$ cat config.mk
export PLATFORM = sky130hd
export DESIGN_NAME = nmeagga_line_decoder
export DESIGN_NICKNAME = d
export VERILOG_FILES = /design/src/design/nmeagga_pkg.sv /design/src/design/nmeagga_line_decoder.sv
export SDC_FILE = /design/constraint.sdc
export NUM_CORES = 1
export LEC_CHECK = 0
export BUFFER_PORTS_ARGS = -buffer_cell sky130_fd_sc_hd__buf_4
export CELL_PAD_IN_SITES_DETAIL_PLACEMENT = 1
export CELL_PAD_IN_SITES_GLOBAL_PLACEMENT = 2
export CORE_MARGIN = 2
export CORE_UTILIZATION = 38
export DETAILED_ROUTE_END_ITERATION = 8
export HOLD_SLACK_MARGIN = 0.05
export PLACE_DENSITY = 0.95
export SETUP_SLACK_MARGIN = 0.05
export SLEW_MARGIN = 20
export SYNTH_ARGS = -nofsm -noshare
export SYNTH_HDL_FRONTEND = slang
export SYNTH_SLANG_ARGS = --single-unit
$ cat constraint.sdc
create_clock -name clock -period 7.1 [get_ports clock]
set_clock_uncertainty 0.1 [all_clocks]
set_input_delay 0.71 -clock clock [delete_from_list [all_inputs] [get_ports clock]]
set_output_delay 0.71 -clock clock [all_outputs]
set_load 0.01 [all_outputs]
$ cat src/design/nmeagga_pkg.sv
// Shared types, character codes and constants for the GGA sentence parser.
package nmeagga_pkg;

   localparam int HEADER_LEN  = 6;
   localparam int FRAC_DIGITS = 5;

   localparam logic [7:0] CHAR_LF    = 8'h0A;
   localparam logic [7:0] CHAR_SPACE = 8'h20;
   localparam logic [7:0] CHAR_TILDE = 8'h7E;
   localparam logic [7:0] CHAR_COMMA = 8'h2C;
   localparam logic [7:0] CHAR_DOT   = 8'h2E;
   localparam logic [7:0] CHAR_PLUS  = 8'h2B;
   localparam logic [7:0] CHAR_MINUS = 8'h2D;
   localparam logic [7:0] CHAR_ZERO  = 8'h30;
   localparam logic [7:0] CHAR_NINE  = 8'h39;
   localparam logic [7:0] CHAR_S     = 8'h53;
   localparam logic [7:0] CHAR_W     = 8'h57;

   localparam logic [3:0] FIELD_UTC  = 4'd1;
   localparam logic [3:0] FIELD_LAT  = 4'd2;
   localparam logic [3:0] FIELD_NS   = 4'd3;
   localparam logic [3:0] FIELD_LON  = 4'd4;
   localparam logic [3:0] FIELD_EW   = 4'd5;
   localparam logic [3:0] FIELD_FIX  = 4'd6;
   localparam logic [3:0] FIELD_SATS = 4'd7;
   localparam logic [3:0] FIELD_ALT  = 4'd9;

   localparam logic [19:0] UTC_MAX      = 20'd999999;
   localparam logic [7:0]  COUNT_MAX    = 8'd255;
   localparam logic [26:0] ALT_MAX      = 27'd99999999;
   localparam logic [9:0]  LAT_HUND_MAX = 10'd99;
   localparam logic [9:0]  LON_HUND_MAX = 10'd999;
   localparam logic [6:0]  REM_MAX      = 7'd99;

   localparam logic [25:0] MIN_SCALE5  = 26'd500000;
   localparam logic [33:0] DEG_SCALE   = 34'd10000000;
   localparam logic [25:0] DIV3_RECIP  = 26'd44739243;
   localparam int          DIV3_SHIFT  = 27;

   typedef struct packed {
      logic [9:0]  hund;
      logic [6:0]  rem;
      logic [16:0] frac;
      logic        negative;
   } coord_parts_type;

   typedef struct packed {
      logic [19:0]        utc_time;
      logic [7:0]         fix_quality;
      logic [7:0]         satellites;
      logic signed [27:0] altitude_cm;
   } fix_data_type;

   typedef struct packed {
      fix_data_type    data;
      coord_parts_type lat;
      coord_parts_type lon;
   } line_report_type;

   function automatic logic [7:0] header_char(input logic [2:0] idx);
      logic [7:0] ch;
      case (idx)
         3'd0:    ch = 8'h24;
         3'd1:    ch = 8'h47;
         3'd2:    ch = 8'h50;
         3'd3:    ch = 8'h47;
         3'd4:    ch = 8'h47;
         default: ch = 8'h41;
      endcase
      return ch;
   endfunction

   function automatic logic [16:0] frac_weight(input logic [3:0] digit, input logic [2:0] pos);
      logic [16:0] scale;
      case (pos)
         3'd0:    scale = 17'd10000;
         3'd1:    scale = 17'd1000;
         3'd2:    scale = 17'd100;
         3'd3:    scale = 17'd10;
         default: scale = 17'd1;
      endcase
      return 17'({13'b0, digit} * scale);
   endfunction

   function automatic logic [16:0] push_whole(input logic [9:0] hund, input logic [6:0] rem,
                                              input logic [3:0] digit,
                                              input logic [9:0] hund_max);
      logic [9:0]  c;
      logic [3:0]  carry;
      logic [13:0] hund_next;
      logic [16:0] result;
      c = 10'({3'b0, rem} * 10'd10) + {6'b0, digit};
      carry = 4'd0;
      for (int k = 1; k <= 9; k++) begin
         if (c >= 10'(100 * k)) begin
            carry = 4'(k);
         end
      end
      hund_next = 14'({4'b0, hund} * 14'd10) + {10'b0, carry};
      if (hund_next > {4'b0, hund_max}) begin
         result = {hund_max, REM_MAX};
      end else begin
         result = {hund_next[9:0], 7'(c - 10'({6'b0, carry} * 10'd100))};
      end
      return result;
   endfunction

endpackage

$ cat src/design/nmeagga_line_decoder.sv
// Per-character field decoder holding the running line state and accumulators.
module nmeagga_line_decoder #(
   parameter int MAX_LINE_CHARS = 255,
   parameter int MAX_FIELDS     = 15
) (
   input  logic                          clock,
   input  logic                          reset,
   input  logic                          byte_valid,
   input  logic [7:0]                    rx_byte,
   output logic                          report_valid,
   output nmeagga_pkg::line_report_type  report
);

   localparam int LINE_W = $clog2(MAX_LINE_CHARS + 1);

   logic [LINE_W-1:0] line_length_ff, line_length_in;
   logic [2:0]  header_match_pos_ff, header_match_pos_in;
   logic        header_mismatch_ff, header_mismatch_in;
   logic [3:0]  field_index_ff, field_index_in;
   logic        number_stopped_ff, number_stopped_in;
   logic [2:0]  fraction_digits_ff, fraction_digits_in;
   logic        in_fraction_ff, in_fraction_in;
   logic        field_started_ff, field_started_in;
   logic [19:0] utc_accum_ff, utc_accum_in;
   logic [7:0]  fix_accum_ff, fix_accum_in;
   logic [7:0]  sats_accum_ff, sats_accum_in;
   logic [26:0] alt_accum_ff, alt_accum_in;
   logic        alt_negative_ff, alt_negative_in;
   logic [9:0]  lat_hund_ff, lat_hund_in;
   logic [6:0]  lat_rem_ff, lat_rem_in;
   logic [16:0] lat_fraction_ff, lat_fraction_in;
   logic        lat_south_ff, lat_south_in;
   logic [9:0]  lon_hund_ff, lon_hund_in;
   logic [6:0]  lon_rem_ff, lon_rem_in;
   logic [16:0] lon_fraction_ff, lon_fraction_in;
   logic        lon_west_ff, lon_west_in;

   logic        is_digit;
   logic        printable;
   logic        numeric_field;
   logic        first;
   logic [3:0]  digit;
   logic [23:0] utc_next;
   logic [11:0] fix_next;
   logic [11:0] sats_next;
   logic [29:0] alt_next;
   logic [27:0] alt_frac_next;
   logic [16:0] lat_whole_next;
   logic [16:0] lon_whole_next;

   always_comb begin
      line_length_in      = line_length_ff;
      header_match_pos_in = header_match_pos_ff;
      header_mismatch_in  = header_mismatch_ff;
      field_index_in      = field_index_ff;
      number_stopped_in   = number_stopped_ff;
      fraction_digits_in  = fraction_digits_ff;
      in_fraction_in      = in_fraction_ff;
      field_started_in    = field_started_ff;
      utc_accum_in        = utc_accum_ff;
      fix_accum_in        = fix_accum_ff;
      sats_accum_in       = sats_accum_ff;
      alt_accum_in        = alt_accum_ff;
      alt_negative_in     = alt_negative_ff;
      lat_hund_in         = lat_hund_ff;
      lat_rem_in          = lat_rem_ff;
      lat_fraction_in     = lat_fraction_ff;
      lat_south_in        = lat_south_ff;
      lon_hund_in         = lon_hund_ff;
      lon_rem_in          = lon_rem_ff;
      lon_fraction_in     = lon_fraction_ff;
      lon_west_in         = lon_west_ff;
      report_valid        = 1'b0;

      digit     = rx_byte[3:0];
      is_digit  = (rx_byte >= nmeagga_pkg::CHAR_ZERO) && (rx_byte <= nmeagga_pkg::CHAR_NINE);
      printable = (rx_byte >= nmeagga_pkg::CHAR_SPACE) && (rx_byte <= nmeagga_pkg::CHAR_TILDE);
      first     = !field_started_ff;
      numeric_field = (field_index_ff == nmeagga_pkg::FIELD_UTC)
                   || (field_index_ff == nmeagga_pkg::FIELD_LAT)
                   || (field_index_ff == nmeagga_pkg::FIELD_LON)
                   || (field_index_ff == nmeagga_pkg::FIELD_FIX)
                   || (field_index_ff == nmeagga_pkg::FIELD_SATS)
                   || (field_index_ff == nmeagga_pkg::FIELD_ALT);

      utc_next  = 24'({4'b0, utc_accum_ff} * 24'd10) + {20'b0, digit};
      fix_next  = 12'({4'b0, fix_accum_ff} * 12'd10) + {8'b0, digit};
      sats_next = 12'({4'b0, sats_accum_ff} * 12'd10) + {8'b0, digit};
      alt_next  = 30'({3'b0, alt_accum_ff} * 30'd10) + 30'({26'b0, digit} * 30'd100);
      alt_frac_next = {1'b0, alt_accum_ff}
                    + ((fraction_digits_ff == 3'd0) ? 28'({24'b0, digit} * 28'd10)
                                                    : {24'b0, digit});
      lat_whole_next = nmeagga_pkg::push_whole(lat_hund_ff, lat_rem_ff, digit,
                                               nmeagga_pkg::LAT_HUND_MAX);
      lon_whole_next = nmeagga_pkg::push_whole(lon_hund_ff, lon_rem_ff, digit,
                                               nmeagga_pkg::LON_HUND_MAX);

      if (byte_valid) begin
         if (rx_byte == nmeagga_pkg::CHAR_LF) begin
            report_valid = (header_match_pos_ff == 3'(nmeagga_pkg::HEADER_LEN))
                        && !header_mismatch_ff
                        && (field_index_ff >= nmeagga_pkg::FIELD_ALT)
                        && (fix_accum_ff != 8'd0);
            line_length_in      = '0;
            header_match_pos_in = '0;
            header_mismatch_in  = 1'b0;
            field_index_in      = '0;
            number_stopped_in   = 1'b0;
            fraction_digits_in  = '0;
            in_fraction_in      = 1'b0;
            field_started_in    = 1'b0;
            utc_accum_in        = '0;
            fix_accum_in        = '0;
            sats_accum_in       = '0;
            alt_accum_in        = '0;
            alt_negative_in     = 1'b0;
            lat_hund_in         = '0;
            lat_rem_in          = '0;
            lat_fraction_in     = '0;
            lat_south_in        = 1'b0;
            lon_hund_in         = '0;
            lon_rem_in          = '0;
            lon_fraction_in     = '0;
            lon_west_in         = 1'b0;
         end else if (printable && (line_length_ff < LINE_W'(MAX_LINE_CHARS))) begin
            if (line_length_ff < LINE_W'(nmeagga_pkg::HEADER_LEN)) begin
               if (rx_byte != nmeagga_pkg::header_char(line_length_ff[2:0])) begin
                  header_mismatch_in = 1'b1;
               end
               header_match_pos_in = line_length_ff[2:0] + 3'd1;
            end
            line_length_in = line_length_ff + LINE_W'(1);

            if (rx_byte == nmeagga_pkg::CHAR_COMMA) begin
               if (field_index_ff < 4'(MAX_FIELDS)) begin
                  field_index_in = field_index_ff + 4'd1;
               end
               number_stopped_in  = 1'b0;
               fraction_digits_in = '0;
               in_fraction_in     = 1'b0;
               field_started_in   = 1'b0;
            end else begin
               field_started_in = 1'b1;
               if (field_index_ff == nmeagga_pkg::FIELD_NS) begin
                  if (first && (rx_byte == nmeagga_pkg::CHAR_S)) begin
                     lat_south_in = 1'b1;
                  end
               end else if (field_index_ff == nmeagga_pkg::FIELD_EW) begin
                  if (first && (rx_byte == nmeagga_pkg::CHAR_W)) begin
                     lon_west_in = 1'b1;
                  end
               end else if (numeric_field && !number_stopped_ff) begin
                  if (is_digit) begin
                     if (!in_fraction_ff) begin
                        unique case (field_index_ff)
                           nmeagga_pkg::FIELD_UTC: begin
                              utc_accum_in = (utc_next > {4'b0, nmeagga_pkg::UTC_MAX})
                                           ? nmeagga_pkg::UTC_MAX : utc_next[19:0];
                           end
                           nmeagga_pkg::FIELD_FIX: begin
                              fix_accum_in = (fix_next > {4'b0, nmeagga_pkg::COUNT_MAX})
                                           ? nmeagga_pkg::COUNT_MAX : fix_next[7:0];
                           end
                           nmeagga_pkg::FIELD_SATS: begin
                              sats_accum_in = (sats_next > {4'b0, nmeagga_pkg::COUNT_MAX})
                                            ? nmeagga_pkg::COUNT_MAX : sats_next[7:0];
                           end
                           nmeagga_pkg::FIELD_ALT: begin
                              alt_accum_in = (alt_next > {3'b0, nmeagga_pkg::ALT_MAX})
                                           ? nmeagga_pkg::ALT_MAX : alt_next[26:0];
                           end
                           nmeagga_pkg::FIELD_LAT: begin
                              lat_hund_in = lat_whole_next[16:7];
                              lat_rem_in  = lat_whole_next[6:0];
                           end
                           default: begin
                              lon_hund_in = lon_whole_next[16:7];
                              lon_rem_in  = lon_whole_next[6:0];
                           end
                        endcase
                     end else if (field_index_ff == nmeagga_pkg::FIELD_ALT) begin
                        if (fraction_digits_ff < 3'd2) begin
                           alt_accum_in = (alt_frac_next > {1'b0, nmeagga_pkg::ALT_MAX})
                                        ? nmeagga_pkg::ALT_MAX : alt_frac_next[26:0];
                           fraction_digits_in = fraction_digits_ff + 3'd1;
                        end
                     end else if (fraction_digits_ff < 3'(nmeagga_pkg::FRAC_DIGITS)) begin
                        fraction_digits_in = fraction_digits_ff + 3'd1;
                        if (field_index_ff == nmeagga_pkg::FIELD_LAT) begin
                           lat_fraction_in = lat_fraction_ff
                                           + nmeagga_pkg::frac_weight(digit, fraction_digits_ff);
                        end else begin
                           lon_fraction_in = lon_fraction_ff
                                           + nmeagga_pkg::frac_weight(digit, fraction_digits_ff);
                        end
                     end
                  end else if ((rx_byte == nmeagga_pkg::CHAR_DOT) && !in_fraction_ff
                               && ((field_index_ff == nmeagga_pkg::FIELD_LAT)
                                   || (field_index_ff == nmeagga_pkg::FIELD_LON)
                                   || (field_index_ff == nmeagga_pkg::FIELD_ALT))) begin
                     in_fraction_in = 1'b1;
                  end else if (!(first && (rx_byte == nmeagga_pkg::CHAR_PLUS))) begin
                     if (first && (rx_byte == nmeagga_pkg::CHAR_MINUS)
                         && (field_index_ff == nmeagga_pkg::FIELD_ALT)) begin
                        alt_negative_in = 1'b1;
                     end else begin
                        number_stopped_in = 1'b1;
                     end
                  end
               end
            end
         end
      end
   end

   always_comb begin
      report.data.utc_time    = utc_accum_ff;
      report.data.fix_quality = fix_accum_ff;
      report.data.satellites  = sats_accum_ff;
      report.data.altitude_cm = alt_negative_ff ? -$signed({1'b0, alt_accum_ff})
                                                : $signed({1'b0, alt_accum_ff});
      report.lat = '{hund: lat_hund_ff, rem: lat_rem_ff, frac: lat_fraction_ff,
                     negative: lat_south_ff};
      report.lon = '{hund: lon_hund_ff, rem: lon_rem_ff, frac: lon_fraction_ff,
                     negative: lon_west_ff};
   end

   always_ff @(posedge clock) begin
      if (reset) begin
         line_length_ff      <= '0;
         header_match_pos_ff <= '0;
         header_mismatch_ff  <= 1'b0;
         field_index_ff      <= '0;
         number_stopped_ff   <= 1'b0;
         fraction_digits_ff  <= '0;
         in_fraction_ff      <= 1'b0;
         field_started_ff    <= 1'b0;
         utc_accum_ff        <= '0;
         fix_accum_ff        <= '0;
         sats_accum_ff       <= '0;
         alt_accum_ff        <= '0;
         alt_negative_ff     <= 1'b0;
         lat_hund_ff         <= '0;
         lat_rem_ff          <= '0;
         lat_fraction_ff     <= '0;
         lat_south_ff        <= 1'b0;
         lon_hund_ff         <= '0;
         lon_rem_ff          <= '0;
         lon_fraction_ff     <= '0;
         lon_west_ff         <= 1'b0;
      end else begin
         line_length_ff      <= line_length_in;
         header_match_pos_ff <= header_match_pos_in;
         header_mismatch_ff  <= header_mismatch_in;
         field_index_ff      <= field_index_in;
         number_stopped_ff   <= number_stopped_in;
         fraction_digits_ff  <= fraction_digits_in;
         in_fraction_ff      <= in_fraction_in;
         field_started_ff    <= field_started_in;
         utc_accum_ff        <= utc_accum_in;
         fix_accum_ff        <= fix_accum_in;
         sats_accum_ff       <= sats_accum_in;
         alt_accum_ff        <= alt_accum_in;
         alt_negative_ff     <= alt_negative_in;
         lat_hund_ff         <= lat_hund_in;
         lat_rem_ff          <= lat_rem_in;
         lat_fraction_ff     <= lat_fraction_in;
         lat_south_ff        <= lat_south_in;
         lon_hund_ff         <= lon_hund_in;
         lon_rem_ff          <= lon_rem_in;
         lon_fraction_ff     <= lon_fraction_in;
         lon_west_ff         <= lon_west_in;
      end
   end

endmodule

==> After elaboration in Yosys (flattened, before gate mapping) <==
Cells that the tools add are included.
W data, S select, Z words.
{ "totals": {"reg_bits": 156, "out_inout_bits": 135, "inputBits": 11, "wordCells": 423} }
{ "classes": {"n_reduce_logical": 72, "add_sub_neg": 18, "n_eq_ne": 42, "magnitude_cmp": 35, "mux": 221, "n_mul": 14} }
{ "op_table": {"columns": ["operator", "count"], "rows": [
  ["$mux W17", 48],
  ["$mux W27", 13],
  ["$mux W8", 27],
  ["$mux W20", 10],
  ["$mux W10", 18],
  ["$mux W7", 18],
  ["$ge A10 B10 Y1 const B", 8],
  ["$mux W4", 20],
  ["$reduce_and A9 Y1", 8],
  ["$ge A10 B9 Y1 const B", 6],
  ["$pmux W14 S4", 1],
  ["$mux W1", 50],
  ["$mux W3", 14],
  ["$reduce_bool A2 Y1", 19],
  ["$add A17 B17 Y17", 2],
  ["$mul A4 B17 Y17", 2],
  ["$eq A8 B6 Y1 const B", 4],
  ["$add A30 B11 Y30", 1],
  ["$gt A30 B27 Y1 const B", 1],
  ["$mul A27 B3 Y29 const B", 1],
  ["$add A14 B4 Y14", 2],
  ["$add A27 B8 Y28", 1],
  ["$gt A28 B27 Y1 const B", 1],
  ["$mux W28", 1],
  ["other kinds (63)", 126]
]} }

==> Logic depth before layout (Yosys ltp) <==
Gate-level depths: netlist (run 1).
{ "depth": {"word_depth": 27, "depth_mapped": 26, "depth_no_buf": 26} }

==> Least setup slack after synthesis (run 1) <==
Ideal clock, no wire load.
{ "synth_path": {"path_kind": "input port to flip-flop", "from": "input rx_byte[3]", "to": "register lat_fraction_ff[16]", "slack_ns": 1.013, "t_arrival_ns": 5.913, "setup_time_ns": 0.074, "required_ns": 6.926, "stages": 19, "n_path_buf": 1, "path_cell_list": "clkbuf_1 inv_1 or3_1 fa_1 fa_1 fa_1 inv_1 ha_1 a21o_1 a21o_1 a21oi_1 o21ai_0 a211o_1 a2111oi_0 o311ai_0 a21oi_1 xnor2_1 or4_1 a31oi_1"} }
{ "synth_via": {"elab_chain_len": 13} }
{ "synth_lines": {"columns": ["item", "line", "text"], "rows": [
  ["from (decl)", "nmeagga_line_decoder.sv:9", "input logic [7:0] rx_byte,"],
  ["$mul A4 B17 Y17", "nmeagga_pkg.sv:82", "return 17'({13'b0, digit} * scale);"],
  ["$add A17 B17 Y17", "nmeagga_line_decoder.sv:191", "+ nmeagga_pkg::frac_weight(digit, fraction_digits_ff);"],
  ["$mux W17", "nmeagga_line_decoder.sv:189", "if (field_index_ff == nmeagga_pkg::FIELD_LAT) begin"],
  ["$mux W17", "nmeagga_line_decoder.sv:187", "end else if (fraction_digits_ff < 3'(nmeagga_pkg::FRAC_DIGITS)) begin"],
  ["$mux W17", "nmeagga_line_decoder.sv:181", "end else if (field_index_ff == nmeagga_pkg::FIELD_ALT) begin"],
  ["$mux W17", "nmeagga_line_decoder.sv:154", "if (!in_fraction_ff) begin"],
  ["$mux W17", "nmeagga_line_decoder.sv:153", "if (is_digit) begin"],
  ["$mux W17", "nmeagga_line_decoder.sv:152", "end else if (numeric_field && !number_stopped_ff) begin"],
  ["$mux W17", "nmeagga_line_decoder.sv:148", "end else if (field_index_ff == nmeagga_pkg::FIELD_EW) begin"],
  ["$mux W17", "nmeagga_line_decoder.sv:144", "if (field_index_ff == nmeagga_pkg::FIELD_NS) begin"],
  ["$mux W17", "nmeagga_line_decoder.sv:134", "if (rx_byte == nmeagga_pkg::CHAR_COMMA) begin"],
  ["$mux W17", "nmeagga_line_decoder.sv:125", "end else if (printable && (line_length_ff < LINE_W'(MAX_LINE_CHARS))) begin"],
  ["$mux W17", "nmeagga_line_decoder.sv:99", "if (rx_byte == nmeagga_pkg::CHAR_LF) begin"],
  ["to (signal assigned)", "nmeagga_line_decoder.sv:267", "lat_fraction_ff <= lat_fraction_in;"],
  ["to (decl)", "nmeagga_line_decoder.sv:31", "logic [16:0] lat_fraction_ff, lat_fraction_in;"]
]} }
Several ways; a longest one is shown, not always the timed one. The select of a mux whose other input is x is not followed.
A chain may end at the register's enable or synchronous reset.

==> Worst setup path in the final report (run 1) <==
{ "layout_path": {"from": "register fraction_digits_ff[1]", "to": "register lat_fraction_ff[16]"} }
{ "layout_via": {"elab_chain_len": 27} }
{ "layout_lines": {"columns": ["item", "line", "text"], "rows": [
  ["from (decl)", "nmeagga_line_decoder.sv:21", "logic [2:0] fraction_digits_ff, fraction_digits_in;"],
  ["from (signal assigned)", "nmeagga_line_decoder.sv:257", "fraction_digits_ff <= fraction_digits_in;"],
  ["$eq A3 B2 Y1, or another cell as far along", "nmeagga_pkg.sv:75", "case (pos)"],
  ["$pmux W14 S4", "nmeagga_pkg.sv:75", null],
  ["$mux W17", "nmeagga_line_decoder.sv:189", null],
  ["$mux W17", "nmeagga_line_decoder.sv:187", null],
  ["$mux W17", "nmeagga_line_decoder.sv:181", null],
  ["$mux W17", "nmeagga_line_decoder.sv:154", null],
  ["$mux W17", "nmeagga_line_decoder.sv:153", null],
  ["$mux W17", "nmeagga_line_decoder.sv:152", null],
  ["[11 not listed]", null, null],
  ["$mux W17", "nmeagga_line_decoder.sv:154", null],
  ["$mux W17", "nmeagga_line_decoder.sv:153", null],
  ["$mux W17", "nmeagga_line_decoder.sv:152", null],
  ["$mux W17", "nmeagga_line_decoder.sv:148", null],
  ["$mux W17", "nmeagga_line_decoder.sv:144", null],
  ["$mux W17", "nmeagga_line_decoder.sv:134", null],
  ["$mux W17", "nmeagga_line_decoder.sv:125", null],
  ["$mux W17", "nmeagga_line_decoder.sv:99", null]
]} }
Several ways; a longest one is shown, not always the timed one. The select of a mux whose other input is x is not followed.

==> metrics.yaml, run 1 <==
yosys-top-cells-area: "ha_1 (19%), dfxtp_1 (16%), fa_1 (7.0%), xnor2_1 (6.3%), a21oi_1 (4.8%)"
ios: 146
setup_violations: 0
syn_area_um2: 19250
cts_buffers: 17
ys_warn_count: 0
slowest_delay_ns: 0.61
r2r_cells: 21
vias_per_cell: 5.723
final_hold_viol_count: 0
r2r_slack_ns: 0.72
gp_congestion: 0.8692
tns_ns: 0
drive_gt1_share_pct: 9.563
use_met2_pct: 40.80
cts.sinks: 156
synthMuxAreaShare_pct: 1.046
synth_fp_nets: 2795
synthArstFlopShare_pct: 0
root_buffer: "clkbuf_16"
cts_tree: "done"
clk_path_buf_depth: 2
synth_ff_type: "dfxtp_1"
arrival_ns: 6.70
ys_seq_area_share_pct: 16.22
required_ns: 7.42
crit_type: "reg2reg"
grt_pass1_vias: 19050
io_buffer_count: 145
synth-simple-area-share_pct: 20.10
cap_violations: 0
cp_common_cell: "fa_1"
period_share_pct: 89.93
ctsHoldBuffers: 0
start_util_pct: 38.45
crit_chain: "inv_1, ha_1, nor3_1, nor2_1, or3_1, fa_1, fa_1, fa_1, inv_1, ha_1, a21o_1, a21o_1, a21oi_1, o21ai_0, a211o_1, a2111oi_1, o311ai_0, a21oi_1, xnor2_1, or4_1, a31oi_1"
critPathSlowestCell: "a2111oi_1"
drc: 0
synthCells: 2430
fp.coreArea_um2: 50070
die-height_um: 229.1
crit_path_start_kind: "register"
r2r_end: "lat_fraction_ff[16]"
ys_ff_latch: 156
p_leak_nw: 10.01
grt_max_degree: 60
met3_usage_pct: 3.225
crit_fanout: 5
area_growth_pct: 11.71
hp-class: "reg2reg"
clock_latency_ns: 0.50
wl_um: 61090
fp-row-count: 82
grt_overflow: 0
crit_start: "fraction_digits_ff[1]"
rsz0062_at_grt: "false"
fin_crit_ns: 6.385
wl_per_cell_um: 19.14
run_status: "completed"
vias: 18270
fin_total_pwr_mw: 2.150
path_clk_slew_ns: 0.07
synth_top_area_share_pct: 18.65
first_pass_iters: 5
ant_nets: 0
synth-edff-count: 0
synth_compound_area_share_pct: 21.75
die_w_um: 229.1
fmax_mhz: 156.6
endpoint_kind: "register"
top_usage_layer: "met2"
antenna_found_initial: 0
crit_path_end: "lat_fraction_ff[16]"
synth-adder-area-share_pct: 25.62
worst_slew_pin_slew_ns: 1.040
drt_iter0_drc: 886
avgSynthCellArea_um2: 7.922
grt_use_met1_pct: 30.11
synth_top_family_by_area: "adder cells"
yosysTopAreaCell: "ha_1"
maxSlewHeadroom_pct: 28.84
preCtsSetupSlack_ns: 0.5521
ys_types: 93
grt_usage_pct: 23.44
setup_ws_ns: 0.7151
die-area_um2: 52480
dp_hpwl_um: 47830
slew_violations: 0
vdd_drop_max_mv: 0.1539
synth_xor_area_share_pct: 9.775
grt_pass1_wl_um: 101000
antenna_cells: 0
power_density_nw_per_um2: 99.97
fin_nets: 2872
regToRegStartpoint: "fraction_digits_ff[1]"
htree_num_levels: 4
-- logic make-up (layout without fill, tap and decap cells) --
family	Yosys count	count (layout)
AOI/OAI and AO/OA	636	636
xor gates and xnor gates	214	214
adders and majority gates	354	354
buffers and inverters	275	365
DFF	156	156
muxes	20	20
and+or+nand+nor	775	775
-- sequential cells by signal (all words and copies together) (netlist names), 3 cells and up --
register / count
utc_accum_ff: 20
lat_rem_ff: 7
lon_fraction_ff: 17
lat_hund_ff: 10
lon_hund_ff: 10
alt_accum_ff: 27
fix_accum_ff: 8
field_index_ff: 4
sats_accum_ff: 8
lon_rem_ff: 7
fraction_digits_ff: 3
lat_fraction_ff: 17
line_length_ff: 8
header_match_pos_ff: 3
-- power breakdown --
part	switching, mW	internal [mW]
clock	0.459	0.529
sequential	0.00201	0.876
combinational	0.175	0.108
total	0.636	1.51
-- per-stage QoR --
stage / cells / instance area, um^2 / util, % / hold slack, ns
6_report: 3192 / 21510 / 42.95 / 0.3808
3_3_place_gp: 3160 / 20900 / 41.74 / 0.3556
4_1_cts: 3192 / 21500 / 42.94 / 0.3906
2_1_floorplan: 2430 / 19250 / - / 0.3380
5_1_grt: 3192 / 21510 / 42.95 / 0.3995
3_5_place_dp: 3160 / 20900 / 41.74 / 0.3747
-- layer usage --
layer / vias up / part of all wire, %
li1: 8872 / -
met1: 9049 / 46
met5: - / 0
met3: 63 / 3.2
met4: 0 / 1.6
met2: 285 / 49
-- area by class of cell --
| class | instances | area, um^2 |
|---|---|---|
| flip-flops and latches | 156 | 3123 |
| clock inverters | 15 | 175.2 |
| well taps | 672 | 840.8 |
| repair buffers | 160 | 1201 |
| clock buffers | 17 | 425.4 |
| multi-input cells | 1999 | 15090 |
| inverters | 173 | 649.4 |
| fillers | 6219 | 28560 |
-- critical path, delay by kind of cell (launching register included) --
kind                       cells  cell delay (ns)
AOI/OAI and AO/OA              9             2.36
xor gates and xnor gates       1             0.10
adders and majority gates      5             2.13
buffers and inverters          2             0.15
DFF                            1             0.40
and+or+nand+nor                4             1.07
-- worst min-delay path by stage --
| stage | startpoint | endpoint | slack [ns] | cells past startpoint |
|---|---|---|---|---|
| after floorplan | lon_west_ff | lon_west_ff | 0.34 | 2 |
| after global placement | header_mismatch_ff | header_mismatch_ff | 0.36 | 2 |
| after detailed placement | lon_fraction_ff[14] | lon_fraction_ff[14] | 0.37 | 2 |
| after CTS | lon_fraction_ff[14] | lon_fraction_ff[14] | 0.39 | 2 |
| after global routing | lon_fraction_ff[14] | lon_fraction_ff[14] | 0.40 | 2 |
| final | lon_fraction_ff[14] | lon_fraction_ff[14] | 0.38 | 2 |
-- timing repair --
| action | 4_1_cts | 5_1_grt |
|---|---|---|
| setup buffers | 0 | 0 |
| resized for setup | 0 | 2 |
| endpoints found under the setup margin | 0 | 1 |
-- layout by cell type (no fill, tap or decap), types with 20 or more instances in the layout --
cell type	instances
a21o_1	54
or3_1	24
fa_1	67
a22oi_1	24
buf_4	160
and2_1	30
a31oi_1	25
xnor2_1	138
ha_1	287
inv_1	173
a21oi_1	183
o211ai_1	33
o21ai_0	122
and3_1	20
a211oi_1	22
nand3_1	49
xor2_1	75
nand2b_1	25
nand2_1	188
nor2b_1	30
nor4_1	22
nor2_1	192
nor3_1	83
nand4_1	31
dfxtp_1	156
-- synth_stat cells (6+ instances only) --
| library cell | n |
|---|---|
| ha_1 | 287 |
| o21ai_0 | 122 |
| nor3b_1 | 15 |
| o2111ai_1 | 6 |
| o211ai_1 | 33 |
| nand2b_1 | 25 |
| xnor2_1 | 138 |
| inv_1 | 173 |
| o21bai_1 | 7 |
| nor2_1 | 194 |
| o22ai_1 | 6 |
| nor2b_1 | 31 |
| dfxtp_1 | 156 |
| nand3_1 | 49 |
| a22oi_1 | 24 |
| a31o_2 | 6 |
| nand4_1 | 31 |
| o31ai_1 | 15 |
| a31oi_1 | 25 |
| mux2i_1 | 19 |
| a211o_1 | 8 |
| xor2_1 | 75 |
| nor4_1 | 22 |
| buf_1 | 7 |
| and2_1 | 30 |
| a21oi_1 | 183 |
| or3_1 | 24 |
| a311oi_1 | 6 |
| a32o_1 | 9 |
| a21boi_0 | 11 |
| nand3b_1 | 11 |
| o21a_1 | 16 |
| o21ai_1 | 14 |
| a22o_1 | 13 |
| o41ai_1 | 8 |
| clkbuf_1 | 86 |
| nand2_1 | 188 |
| a21o_1 | 54 |
| or2_2 | 13 |
| a211oi_1 | 23 |
| and3_1 | 20 |
| fa_1 | 67 |
| or4_1 | 9 |
| nor3_1 | 84 |
No activity file was read; power rests on OpenSTA's default activity.
==> run 2: changes to the inputs <==
CORE_UTILIZATION = 34   (was 38)
PLACE_DENSITY = 0.91   (was 0.95)
clock period = 5.8 ns   (was 7.1 ns; I/O delays follow)
==> run 2 against run 1 <==
Against the previous run:
- the flow now finishes with violations (setup timing)
- critical endpoint is now lon_fraction_ff[16]
- non-clock buffer count up 82
- combinational power increased by 30%
- setup slack got worse by 0.75 ns
- critical path depth grew 1
- register-to-register slack lost 0.75 ns
- clock power up 35%
- routed wire length up 5.0%
- sequential power rose by 22%
- design area rose by 5.2%
- flip-flop and latch count is the same
- global-route usage fell by 1.9 points
- count of clock-buffer cells in the layout rose by 2
==> metrics.yaml, run 2 (synthesis results as in run 1) <==
die_w_um: 242.0
grt_usage_pct: 21.57
ctsHoldBuffers: 0
slew_violations: 0
first_pass_iters: 5
required_ns: 6.11
timing.hold.ws_ns: 0.3921
most-common-layout-cells: "ha_1 (280), buf_4 (241), nor2_1 (192), nand2_1 (188), a21oi_1 (175)"
setup_ws_ns: -0.03208
grt_overflow: 0
fillerInstances: 6847
critPathSlowestCell: "fa_2"
fin_crit_ns: 5.832
final_common_cell: "ha_1"
wl_um: 64120
drt_iter0_drc: 795
period_share_pct: 100.6
wl_per_cell_um: 19.09
setup_violations: 1
fp-row-count: 87
worst_slew_pin_slew_ns: 1.082
fp.coreArea_um2: 56170
htree_num_levels: 4
maxSlewHeadroom_pct: 27.79
crit_type: "reg2reg"
endpoint_kind: "register"
final_hold_viol_count: 0
start_util_pct: 34.27
die-height_um: 242.0
io_buffer_count: 145
run_status: "finished with violations"
vias_per_cell: 5.605
arrival_ns: 6.14
vdd_drop_max_mv: 0.2215
fin_total_pwr_mw: 2.769
final_cells: 3358
dp_hpwl_um: 50010
violations: "setup timing"
cts_buffers: 17
tns_ns: -0.03208
cts.sinks: 156
dp_cells: 3308
largestRegisters: "alt_accum_ff (27), utc_accum_ff (20)"
largest_reg_flops: 27
fmax_mhz: 171.5
drive_gt1_share_pct: 14.38
cap_violations: 0
crit_path_start_kind: "register"
crit_chain: "inv_4, ha_4, nor3_4, nor2_2, or3_4, fa_1, fa_2, fa_1, inv_2, ha_4, a21oi_4, o21ai_2, a21oi_2, nand2b_4, a21boi_4, o31a_1, o41a_1, a211o_1, a21oi_2, xnor2_2, or4_4, a31oi_1"
clock_latency_ns: 0.49
die-area_um2: 58540
slowest_delay_ns: 0.61
hp-class: "reg2reg"
path_clk_slew_ns: 0.07
gp_congestion: 0.8929
ios: 146
ant_nets: 0
power_density_nw_per_um2: 122.3
rsz0062_at_grt: "true"
crit_fanout: 4
fin_nets: 2954
vias: 18820
antenna_found_initial: 5
cts_tree: "done"
grt_max_degree: 78
root_buffer: "clkbuf_16"
final_core_util_pct: 40.30
grt_pass1_wl_um: 104200
drc: 0
area_growth_pct: 17.57
grt_pass1_vias: 20000
p_leak_nw: 10.57
largest-register: "alt_accum_ff"
clk_path_buf_depth: 2
run 2: path summary, 6_finish.rpt:
check,slack [ns],end,depth (start not counted),start
min reg2reg,0.39,lon_fraction_ff[14],2,lon_fraction_ff[14]
max reg2reg,-0.03,lon_fraction_ff[16],22,fraction_digits_ff[0]
max,-0.03,lon_fraction_ff[16],22,fraction_digits_ff[0]
min,0.39,lon_fraction_ff[14],2,lon_fraction_ff[14]
run 2: area by class of cell:
cell class / instances / area [um^2] / share of cell area [%]
Multi-Input combinational cell: 1999 / 15420 / 68.13
Sequential cell: 156 / 3131 / 13.83
Timing Repair Buffer: 242 / 1829 / 8.082
Tap cell: 756 / 945.9 / 4.179
Inverter: 173 / 651.9 / 2.880
Clock buffer: 19 / 442.9 / 1.957
Clock inverter: 12 / 210.2 / 0.9287
Antenna cell: 1 / 2.502 / 0.01106
run 2: layer usage:
metal	vias to the layer above	track usage [%]	wire (um)
li1	9011	-	-
met1	9337	26.44	28000
met2	360	38.42	31890
met3	107	3.224	2387
met4	6	7.317	1782
met5	-	0	47
run 2: power by group:
group / internal, mW / switching (mW)
Clock: 0.779 / 0.547
Combinational: 0.145 / 0.224
Sequential: 1.07 / 0.00248
Total: 2.00 / 0.774
run 2: stage by stage:
stage	instance area [um^2]	setup slack (ns)
4_1_cts	22250	0.03241
2_1_floorplan	19260	0.1676
5_1_grt	22630	-0.2401
3_3_place_gp	21500	-0.1080
6_report	22630	-0.03208
3_5_place_dp	21500	-0.3064
run 2: timing repair:
action / CTS / global route
endpoints found under the setup margin: 11 / 53
cloned: 0 / 0
resized for setup: 18 / 71
pin swaps: 9 / 26
setup buffers: 6 / 12
run 2: critical path: cells and delay by family (launching register included):
| kind | cells | cell delay, ns |
|---|---|---|
| fa+ha+maj | 5 | 1.91 |
| compound gates | 9 | 1.79 |
| simple gates | 5 | 1.30 |
| flops | 1 | 0.39 |
| buf+inv | 2 | 0.13 |
| xor+xnor | 1 | 0.11 |
==> run 3: changes to the inputs <==
ABC_AREA = 1   (was unset)
CORE_UTILIZATION = 31   (was 34)
PLACE_DENSITY = 0.9   (was 0.91)
==> run 3 against run 2 <==
Against the previous run:
- the flow now finishes without violations
- setup slack gained 0.46 ns
- count of clock-buffer cells in the layout is the same
- register-to-register slack improved by 0.46 ns
- core utilization shrank 4.4 points
- synthesized cell count up 36%
- hold slack worse by 0.038 ns
- maximum frequency up 8.5%
- flip-flop and latch count did not move
- power decreased by 5.2%
- die area increased by 20%
- non-clock buffer count down 44
==> metrics.yaml, run 3 <==
run_status: "completed"
p_leak_nw: 12.31
power_density_nw_per_um2: 108.6
fp-row-count: 95
first_pass_iters: 5
r2r_cells: 31
final_common_cell: "nand2_1"
worst_slew_pin_slew_ns: 0.9485
cts_buffers: 17
clock_latency_ns: 0.50
dr_wl_met2_um: 32630
avgSynthCellArea_um2: 6.402
cts_tree: "done"
root_buffer: "clkbuf_16"
syn_area_um2: 21130
dr_wl_met3_um: 2294
yosysMostFrequentCell: "nand2_1"
yosysTopAreaCell: "ha_1"
ys_types: 59
wl_per_cell_um: 16.36
start_util_pct: 31.40
grt_pass1_vias: 22200
yosys-top-cells-area: "ha_1 (17%), nand2_1 (15%), dfxtp_1 (15%), inv_1 (8.5%), fa_1 (6.3%)"
ios: 146
antenna_found_initial: 3
wl_met1_um: 34820
fin_nets: 3811
synthArstFlopShare_pct: 0
largest-register: "alt_accum_ff"
final_core_util_pct: 35.91
dp_hpwl_um: 57530
die-height_um: 265.1
p_seq_share_pct: 41.0
preCtsSetupSlack_ns: -0.07861
crit_start: "lat_rem_ff[3]"
grt_overflow: 0
p_int_mw: 1.782
drive_gt1_share_pct: 10.70
ys_warn_count: 0
ys_seq_area_share_pct: 14.78
cp_common_cell: "inv_1"
io_buffer_count: 145
path_clk_slew_ns: 0.08
synth_compound_area_share_pct: 11.27
timing.hold.ws_ns: 0.3538
synth_ff_type: "dfxtp_1"
synth_top_area_share_pct: 17.00
netSwitchingFraction_pct: 32.07
cts.sinks: 156
fillerInstances: 8833
drt_iter0_drc: 953
vias_per_cell: 5.016
synth_top_family_by_area: "simple AND/OR/NAND/NOR gates"
maxSlewHeadroom_pct: 36.28
seqCellArea_um2: 3129
slew_violations: 0
arrival_ns: 5.64
p_comb_share_pct: 14.3
drc: 0
fmax_mhz: 186.1
required_ns: 6.07
synth-adder-area-share_pct: 23.34
synthMuxAreaShare_pct: 0
grt_max_degree: 94
area_growth_pct: 14.34
regToRegStartpoint: "lat_rem_ff[3]"
ctsHoldBuffers: 0
setup_violations: 0
final_hold_viol_count: 0
vdd_drop_max_mv: 0.2281
synth-edff-count: 0
synthCells: 3300
cap_violations: 0
die-area_um2: 70260
multi_input_area_um2: 16000
fin_crit_ns: 5.374
ys_ff_latch: 156
slowest_delay_ns: 0.50
synth_xor_area_share_pct: 5.916
synth_commonest_cells: "nand2_1 (854), inv_1 (479), ha_1 (287), nor2_1 (266), a21oi_1 (265)"
crit_path_start_kind: "register"
crit_fanout: 7
hold_depth: 2
most-common-layout-cells: "nand2_1 (846), inv_1 (477), ha_1 (283), a21oi_1 (264), nor2_1 (263)"
wl_um: 70870
htree_num_levels: 4
r2r_slack_ns: 0.43
grt_pass1_wl_um: 116000
vias: 21740
routed.top_layer: "met5"
p_sw_mw: 0.8416
setup_ws_ns: 0.4259
clk_path_buf_depth: 2
synth-simple-area-share_pct: 34.23
crit_type: "reg2reg"
gp_congestion: 0.8755
period_share_pct: 92.66
hp-start: "lon_west_ff"
largestRegisters: "alt_accum_ff (27), utc_accum_ff (20)"
p_clk_share_pct: 44.8
critPathSlowestCell: "fa_1"
fp.coreArea_um2: 67280
die_w_um: 265.1
largest_reg_flops: 27
ant_nets: 0
hp-class: "reg2reg"
grt_usage_pct: 20.34
endpoint_kind: "register"
synth_fp_nets: 3665
run 3: cell types whose count changed after synthesis, sizes merged, moves of 49 or more:
| cell | previous run | this run |
|---|---|---|
| a21o | 54 | 5 |
| a21oi | 185 | 268 |
| inv | 173 | 491 |
| nand2 | 188 | 876 |
| nand3 | 49 | 254 |
| nand4 | 32 | 93 |
| nor2 | 195 | 286 |
| xnor2 | 139 | 38 |
run 3: routing by layer:
metal,track usage (%),vias to the layer above
met1,27.61,10330
met3,3.101,65
met2,33.98,256
met4,4.443,6
met5,0,-
li1,-,11080
run 3: through the flow:
step	cell area [um^2]	instances	power (mW)	setup TNS, ns
2_1_floorplan	21130	3300	1.360	0
3_3_place_gp	23260	4283	1.467	0
3_5_place_dp	23260	4283	1.475	-0.7719
4_1_cts	23830	4315	2.679	0
5_1_grt	24150	4332	2.763	-0.03018
6_report	24160	4333	2.624	0
run 3: kinds of logic (layout without fill, tap and decap cells):
logic type / after synthesis / in the layout
DFF: 156 / 156
and+or+nand+nor: 1642 / 1643
adders and majority gates: 354 / 354
xor gates and xnor gates: 141 / 141
other: 0 / 1
AOI/OAI and AO/OA: 439 / 439
buffers and inverters: 568 / 726
run 3: layout make-up:
cell class / count / share of cell area, %
clock buffer: 19 / 1.834
antenna: 1 / 0.01036
inverter: 496 / 7.707
multi-input combinational: 2577 / 66.24
clock inverter: 13 / 0.5283
sequential: 156 / 12.95
timing repair buffer: 198 / 6.205
tap: 873 / 4.522
run 3: worst max-delay path, delay by kind of cell (launching register included):
family,cells,cell delay (ns)
AND/OR/NAND/NOR,14,1.99
adder cells (fa/ha/maj),5,1.42
buffers and inverters,7,0.53
AO/OA/AOI/OAI,3,0.44
flip-flops,1,0.36
XOR/XNOR,2,0.36
run 3: repair_timing:
action                                  CTS  global route
setup buffers                             0            16
endpoints found under the setup margin   14            36
gates cloned                              0             1
gates resized for setup                   2            49
pin swaps                                 0            20
run 3: power groups by stage:
stage               combinational (mW)  clock (mW)  sequential, mW
floorplan                        0.260           0            1.10
global placement                 0.366           0            1.10
detailed placement               0.374           0            1.10
CTS                              0.377        1.23            1.08
global route                     0.428        1.26            1.08
finish                           0.374        1.17            1.07
run 3: final timing paths:
kind / to
worst max-delay path: lat_hund_ff[5]
worst min-delay path: lon_west_ff
worst max register to register: lat_hund_ff[5]
worst min register to register: lon_west_ff
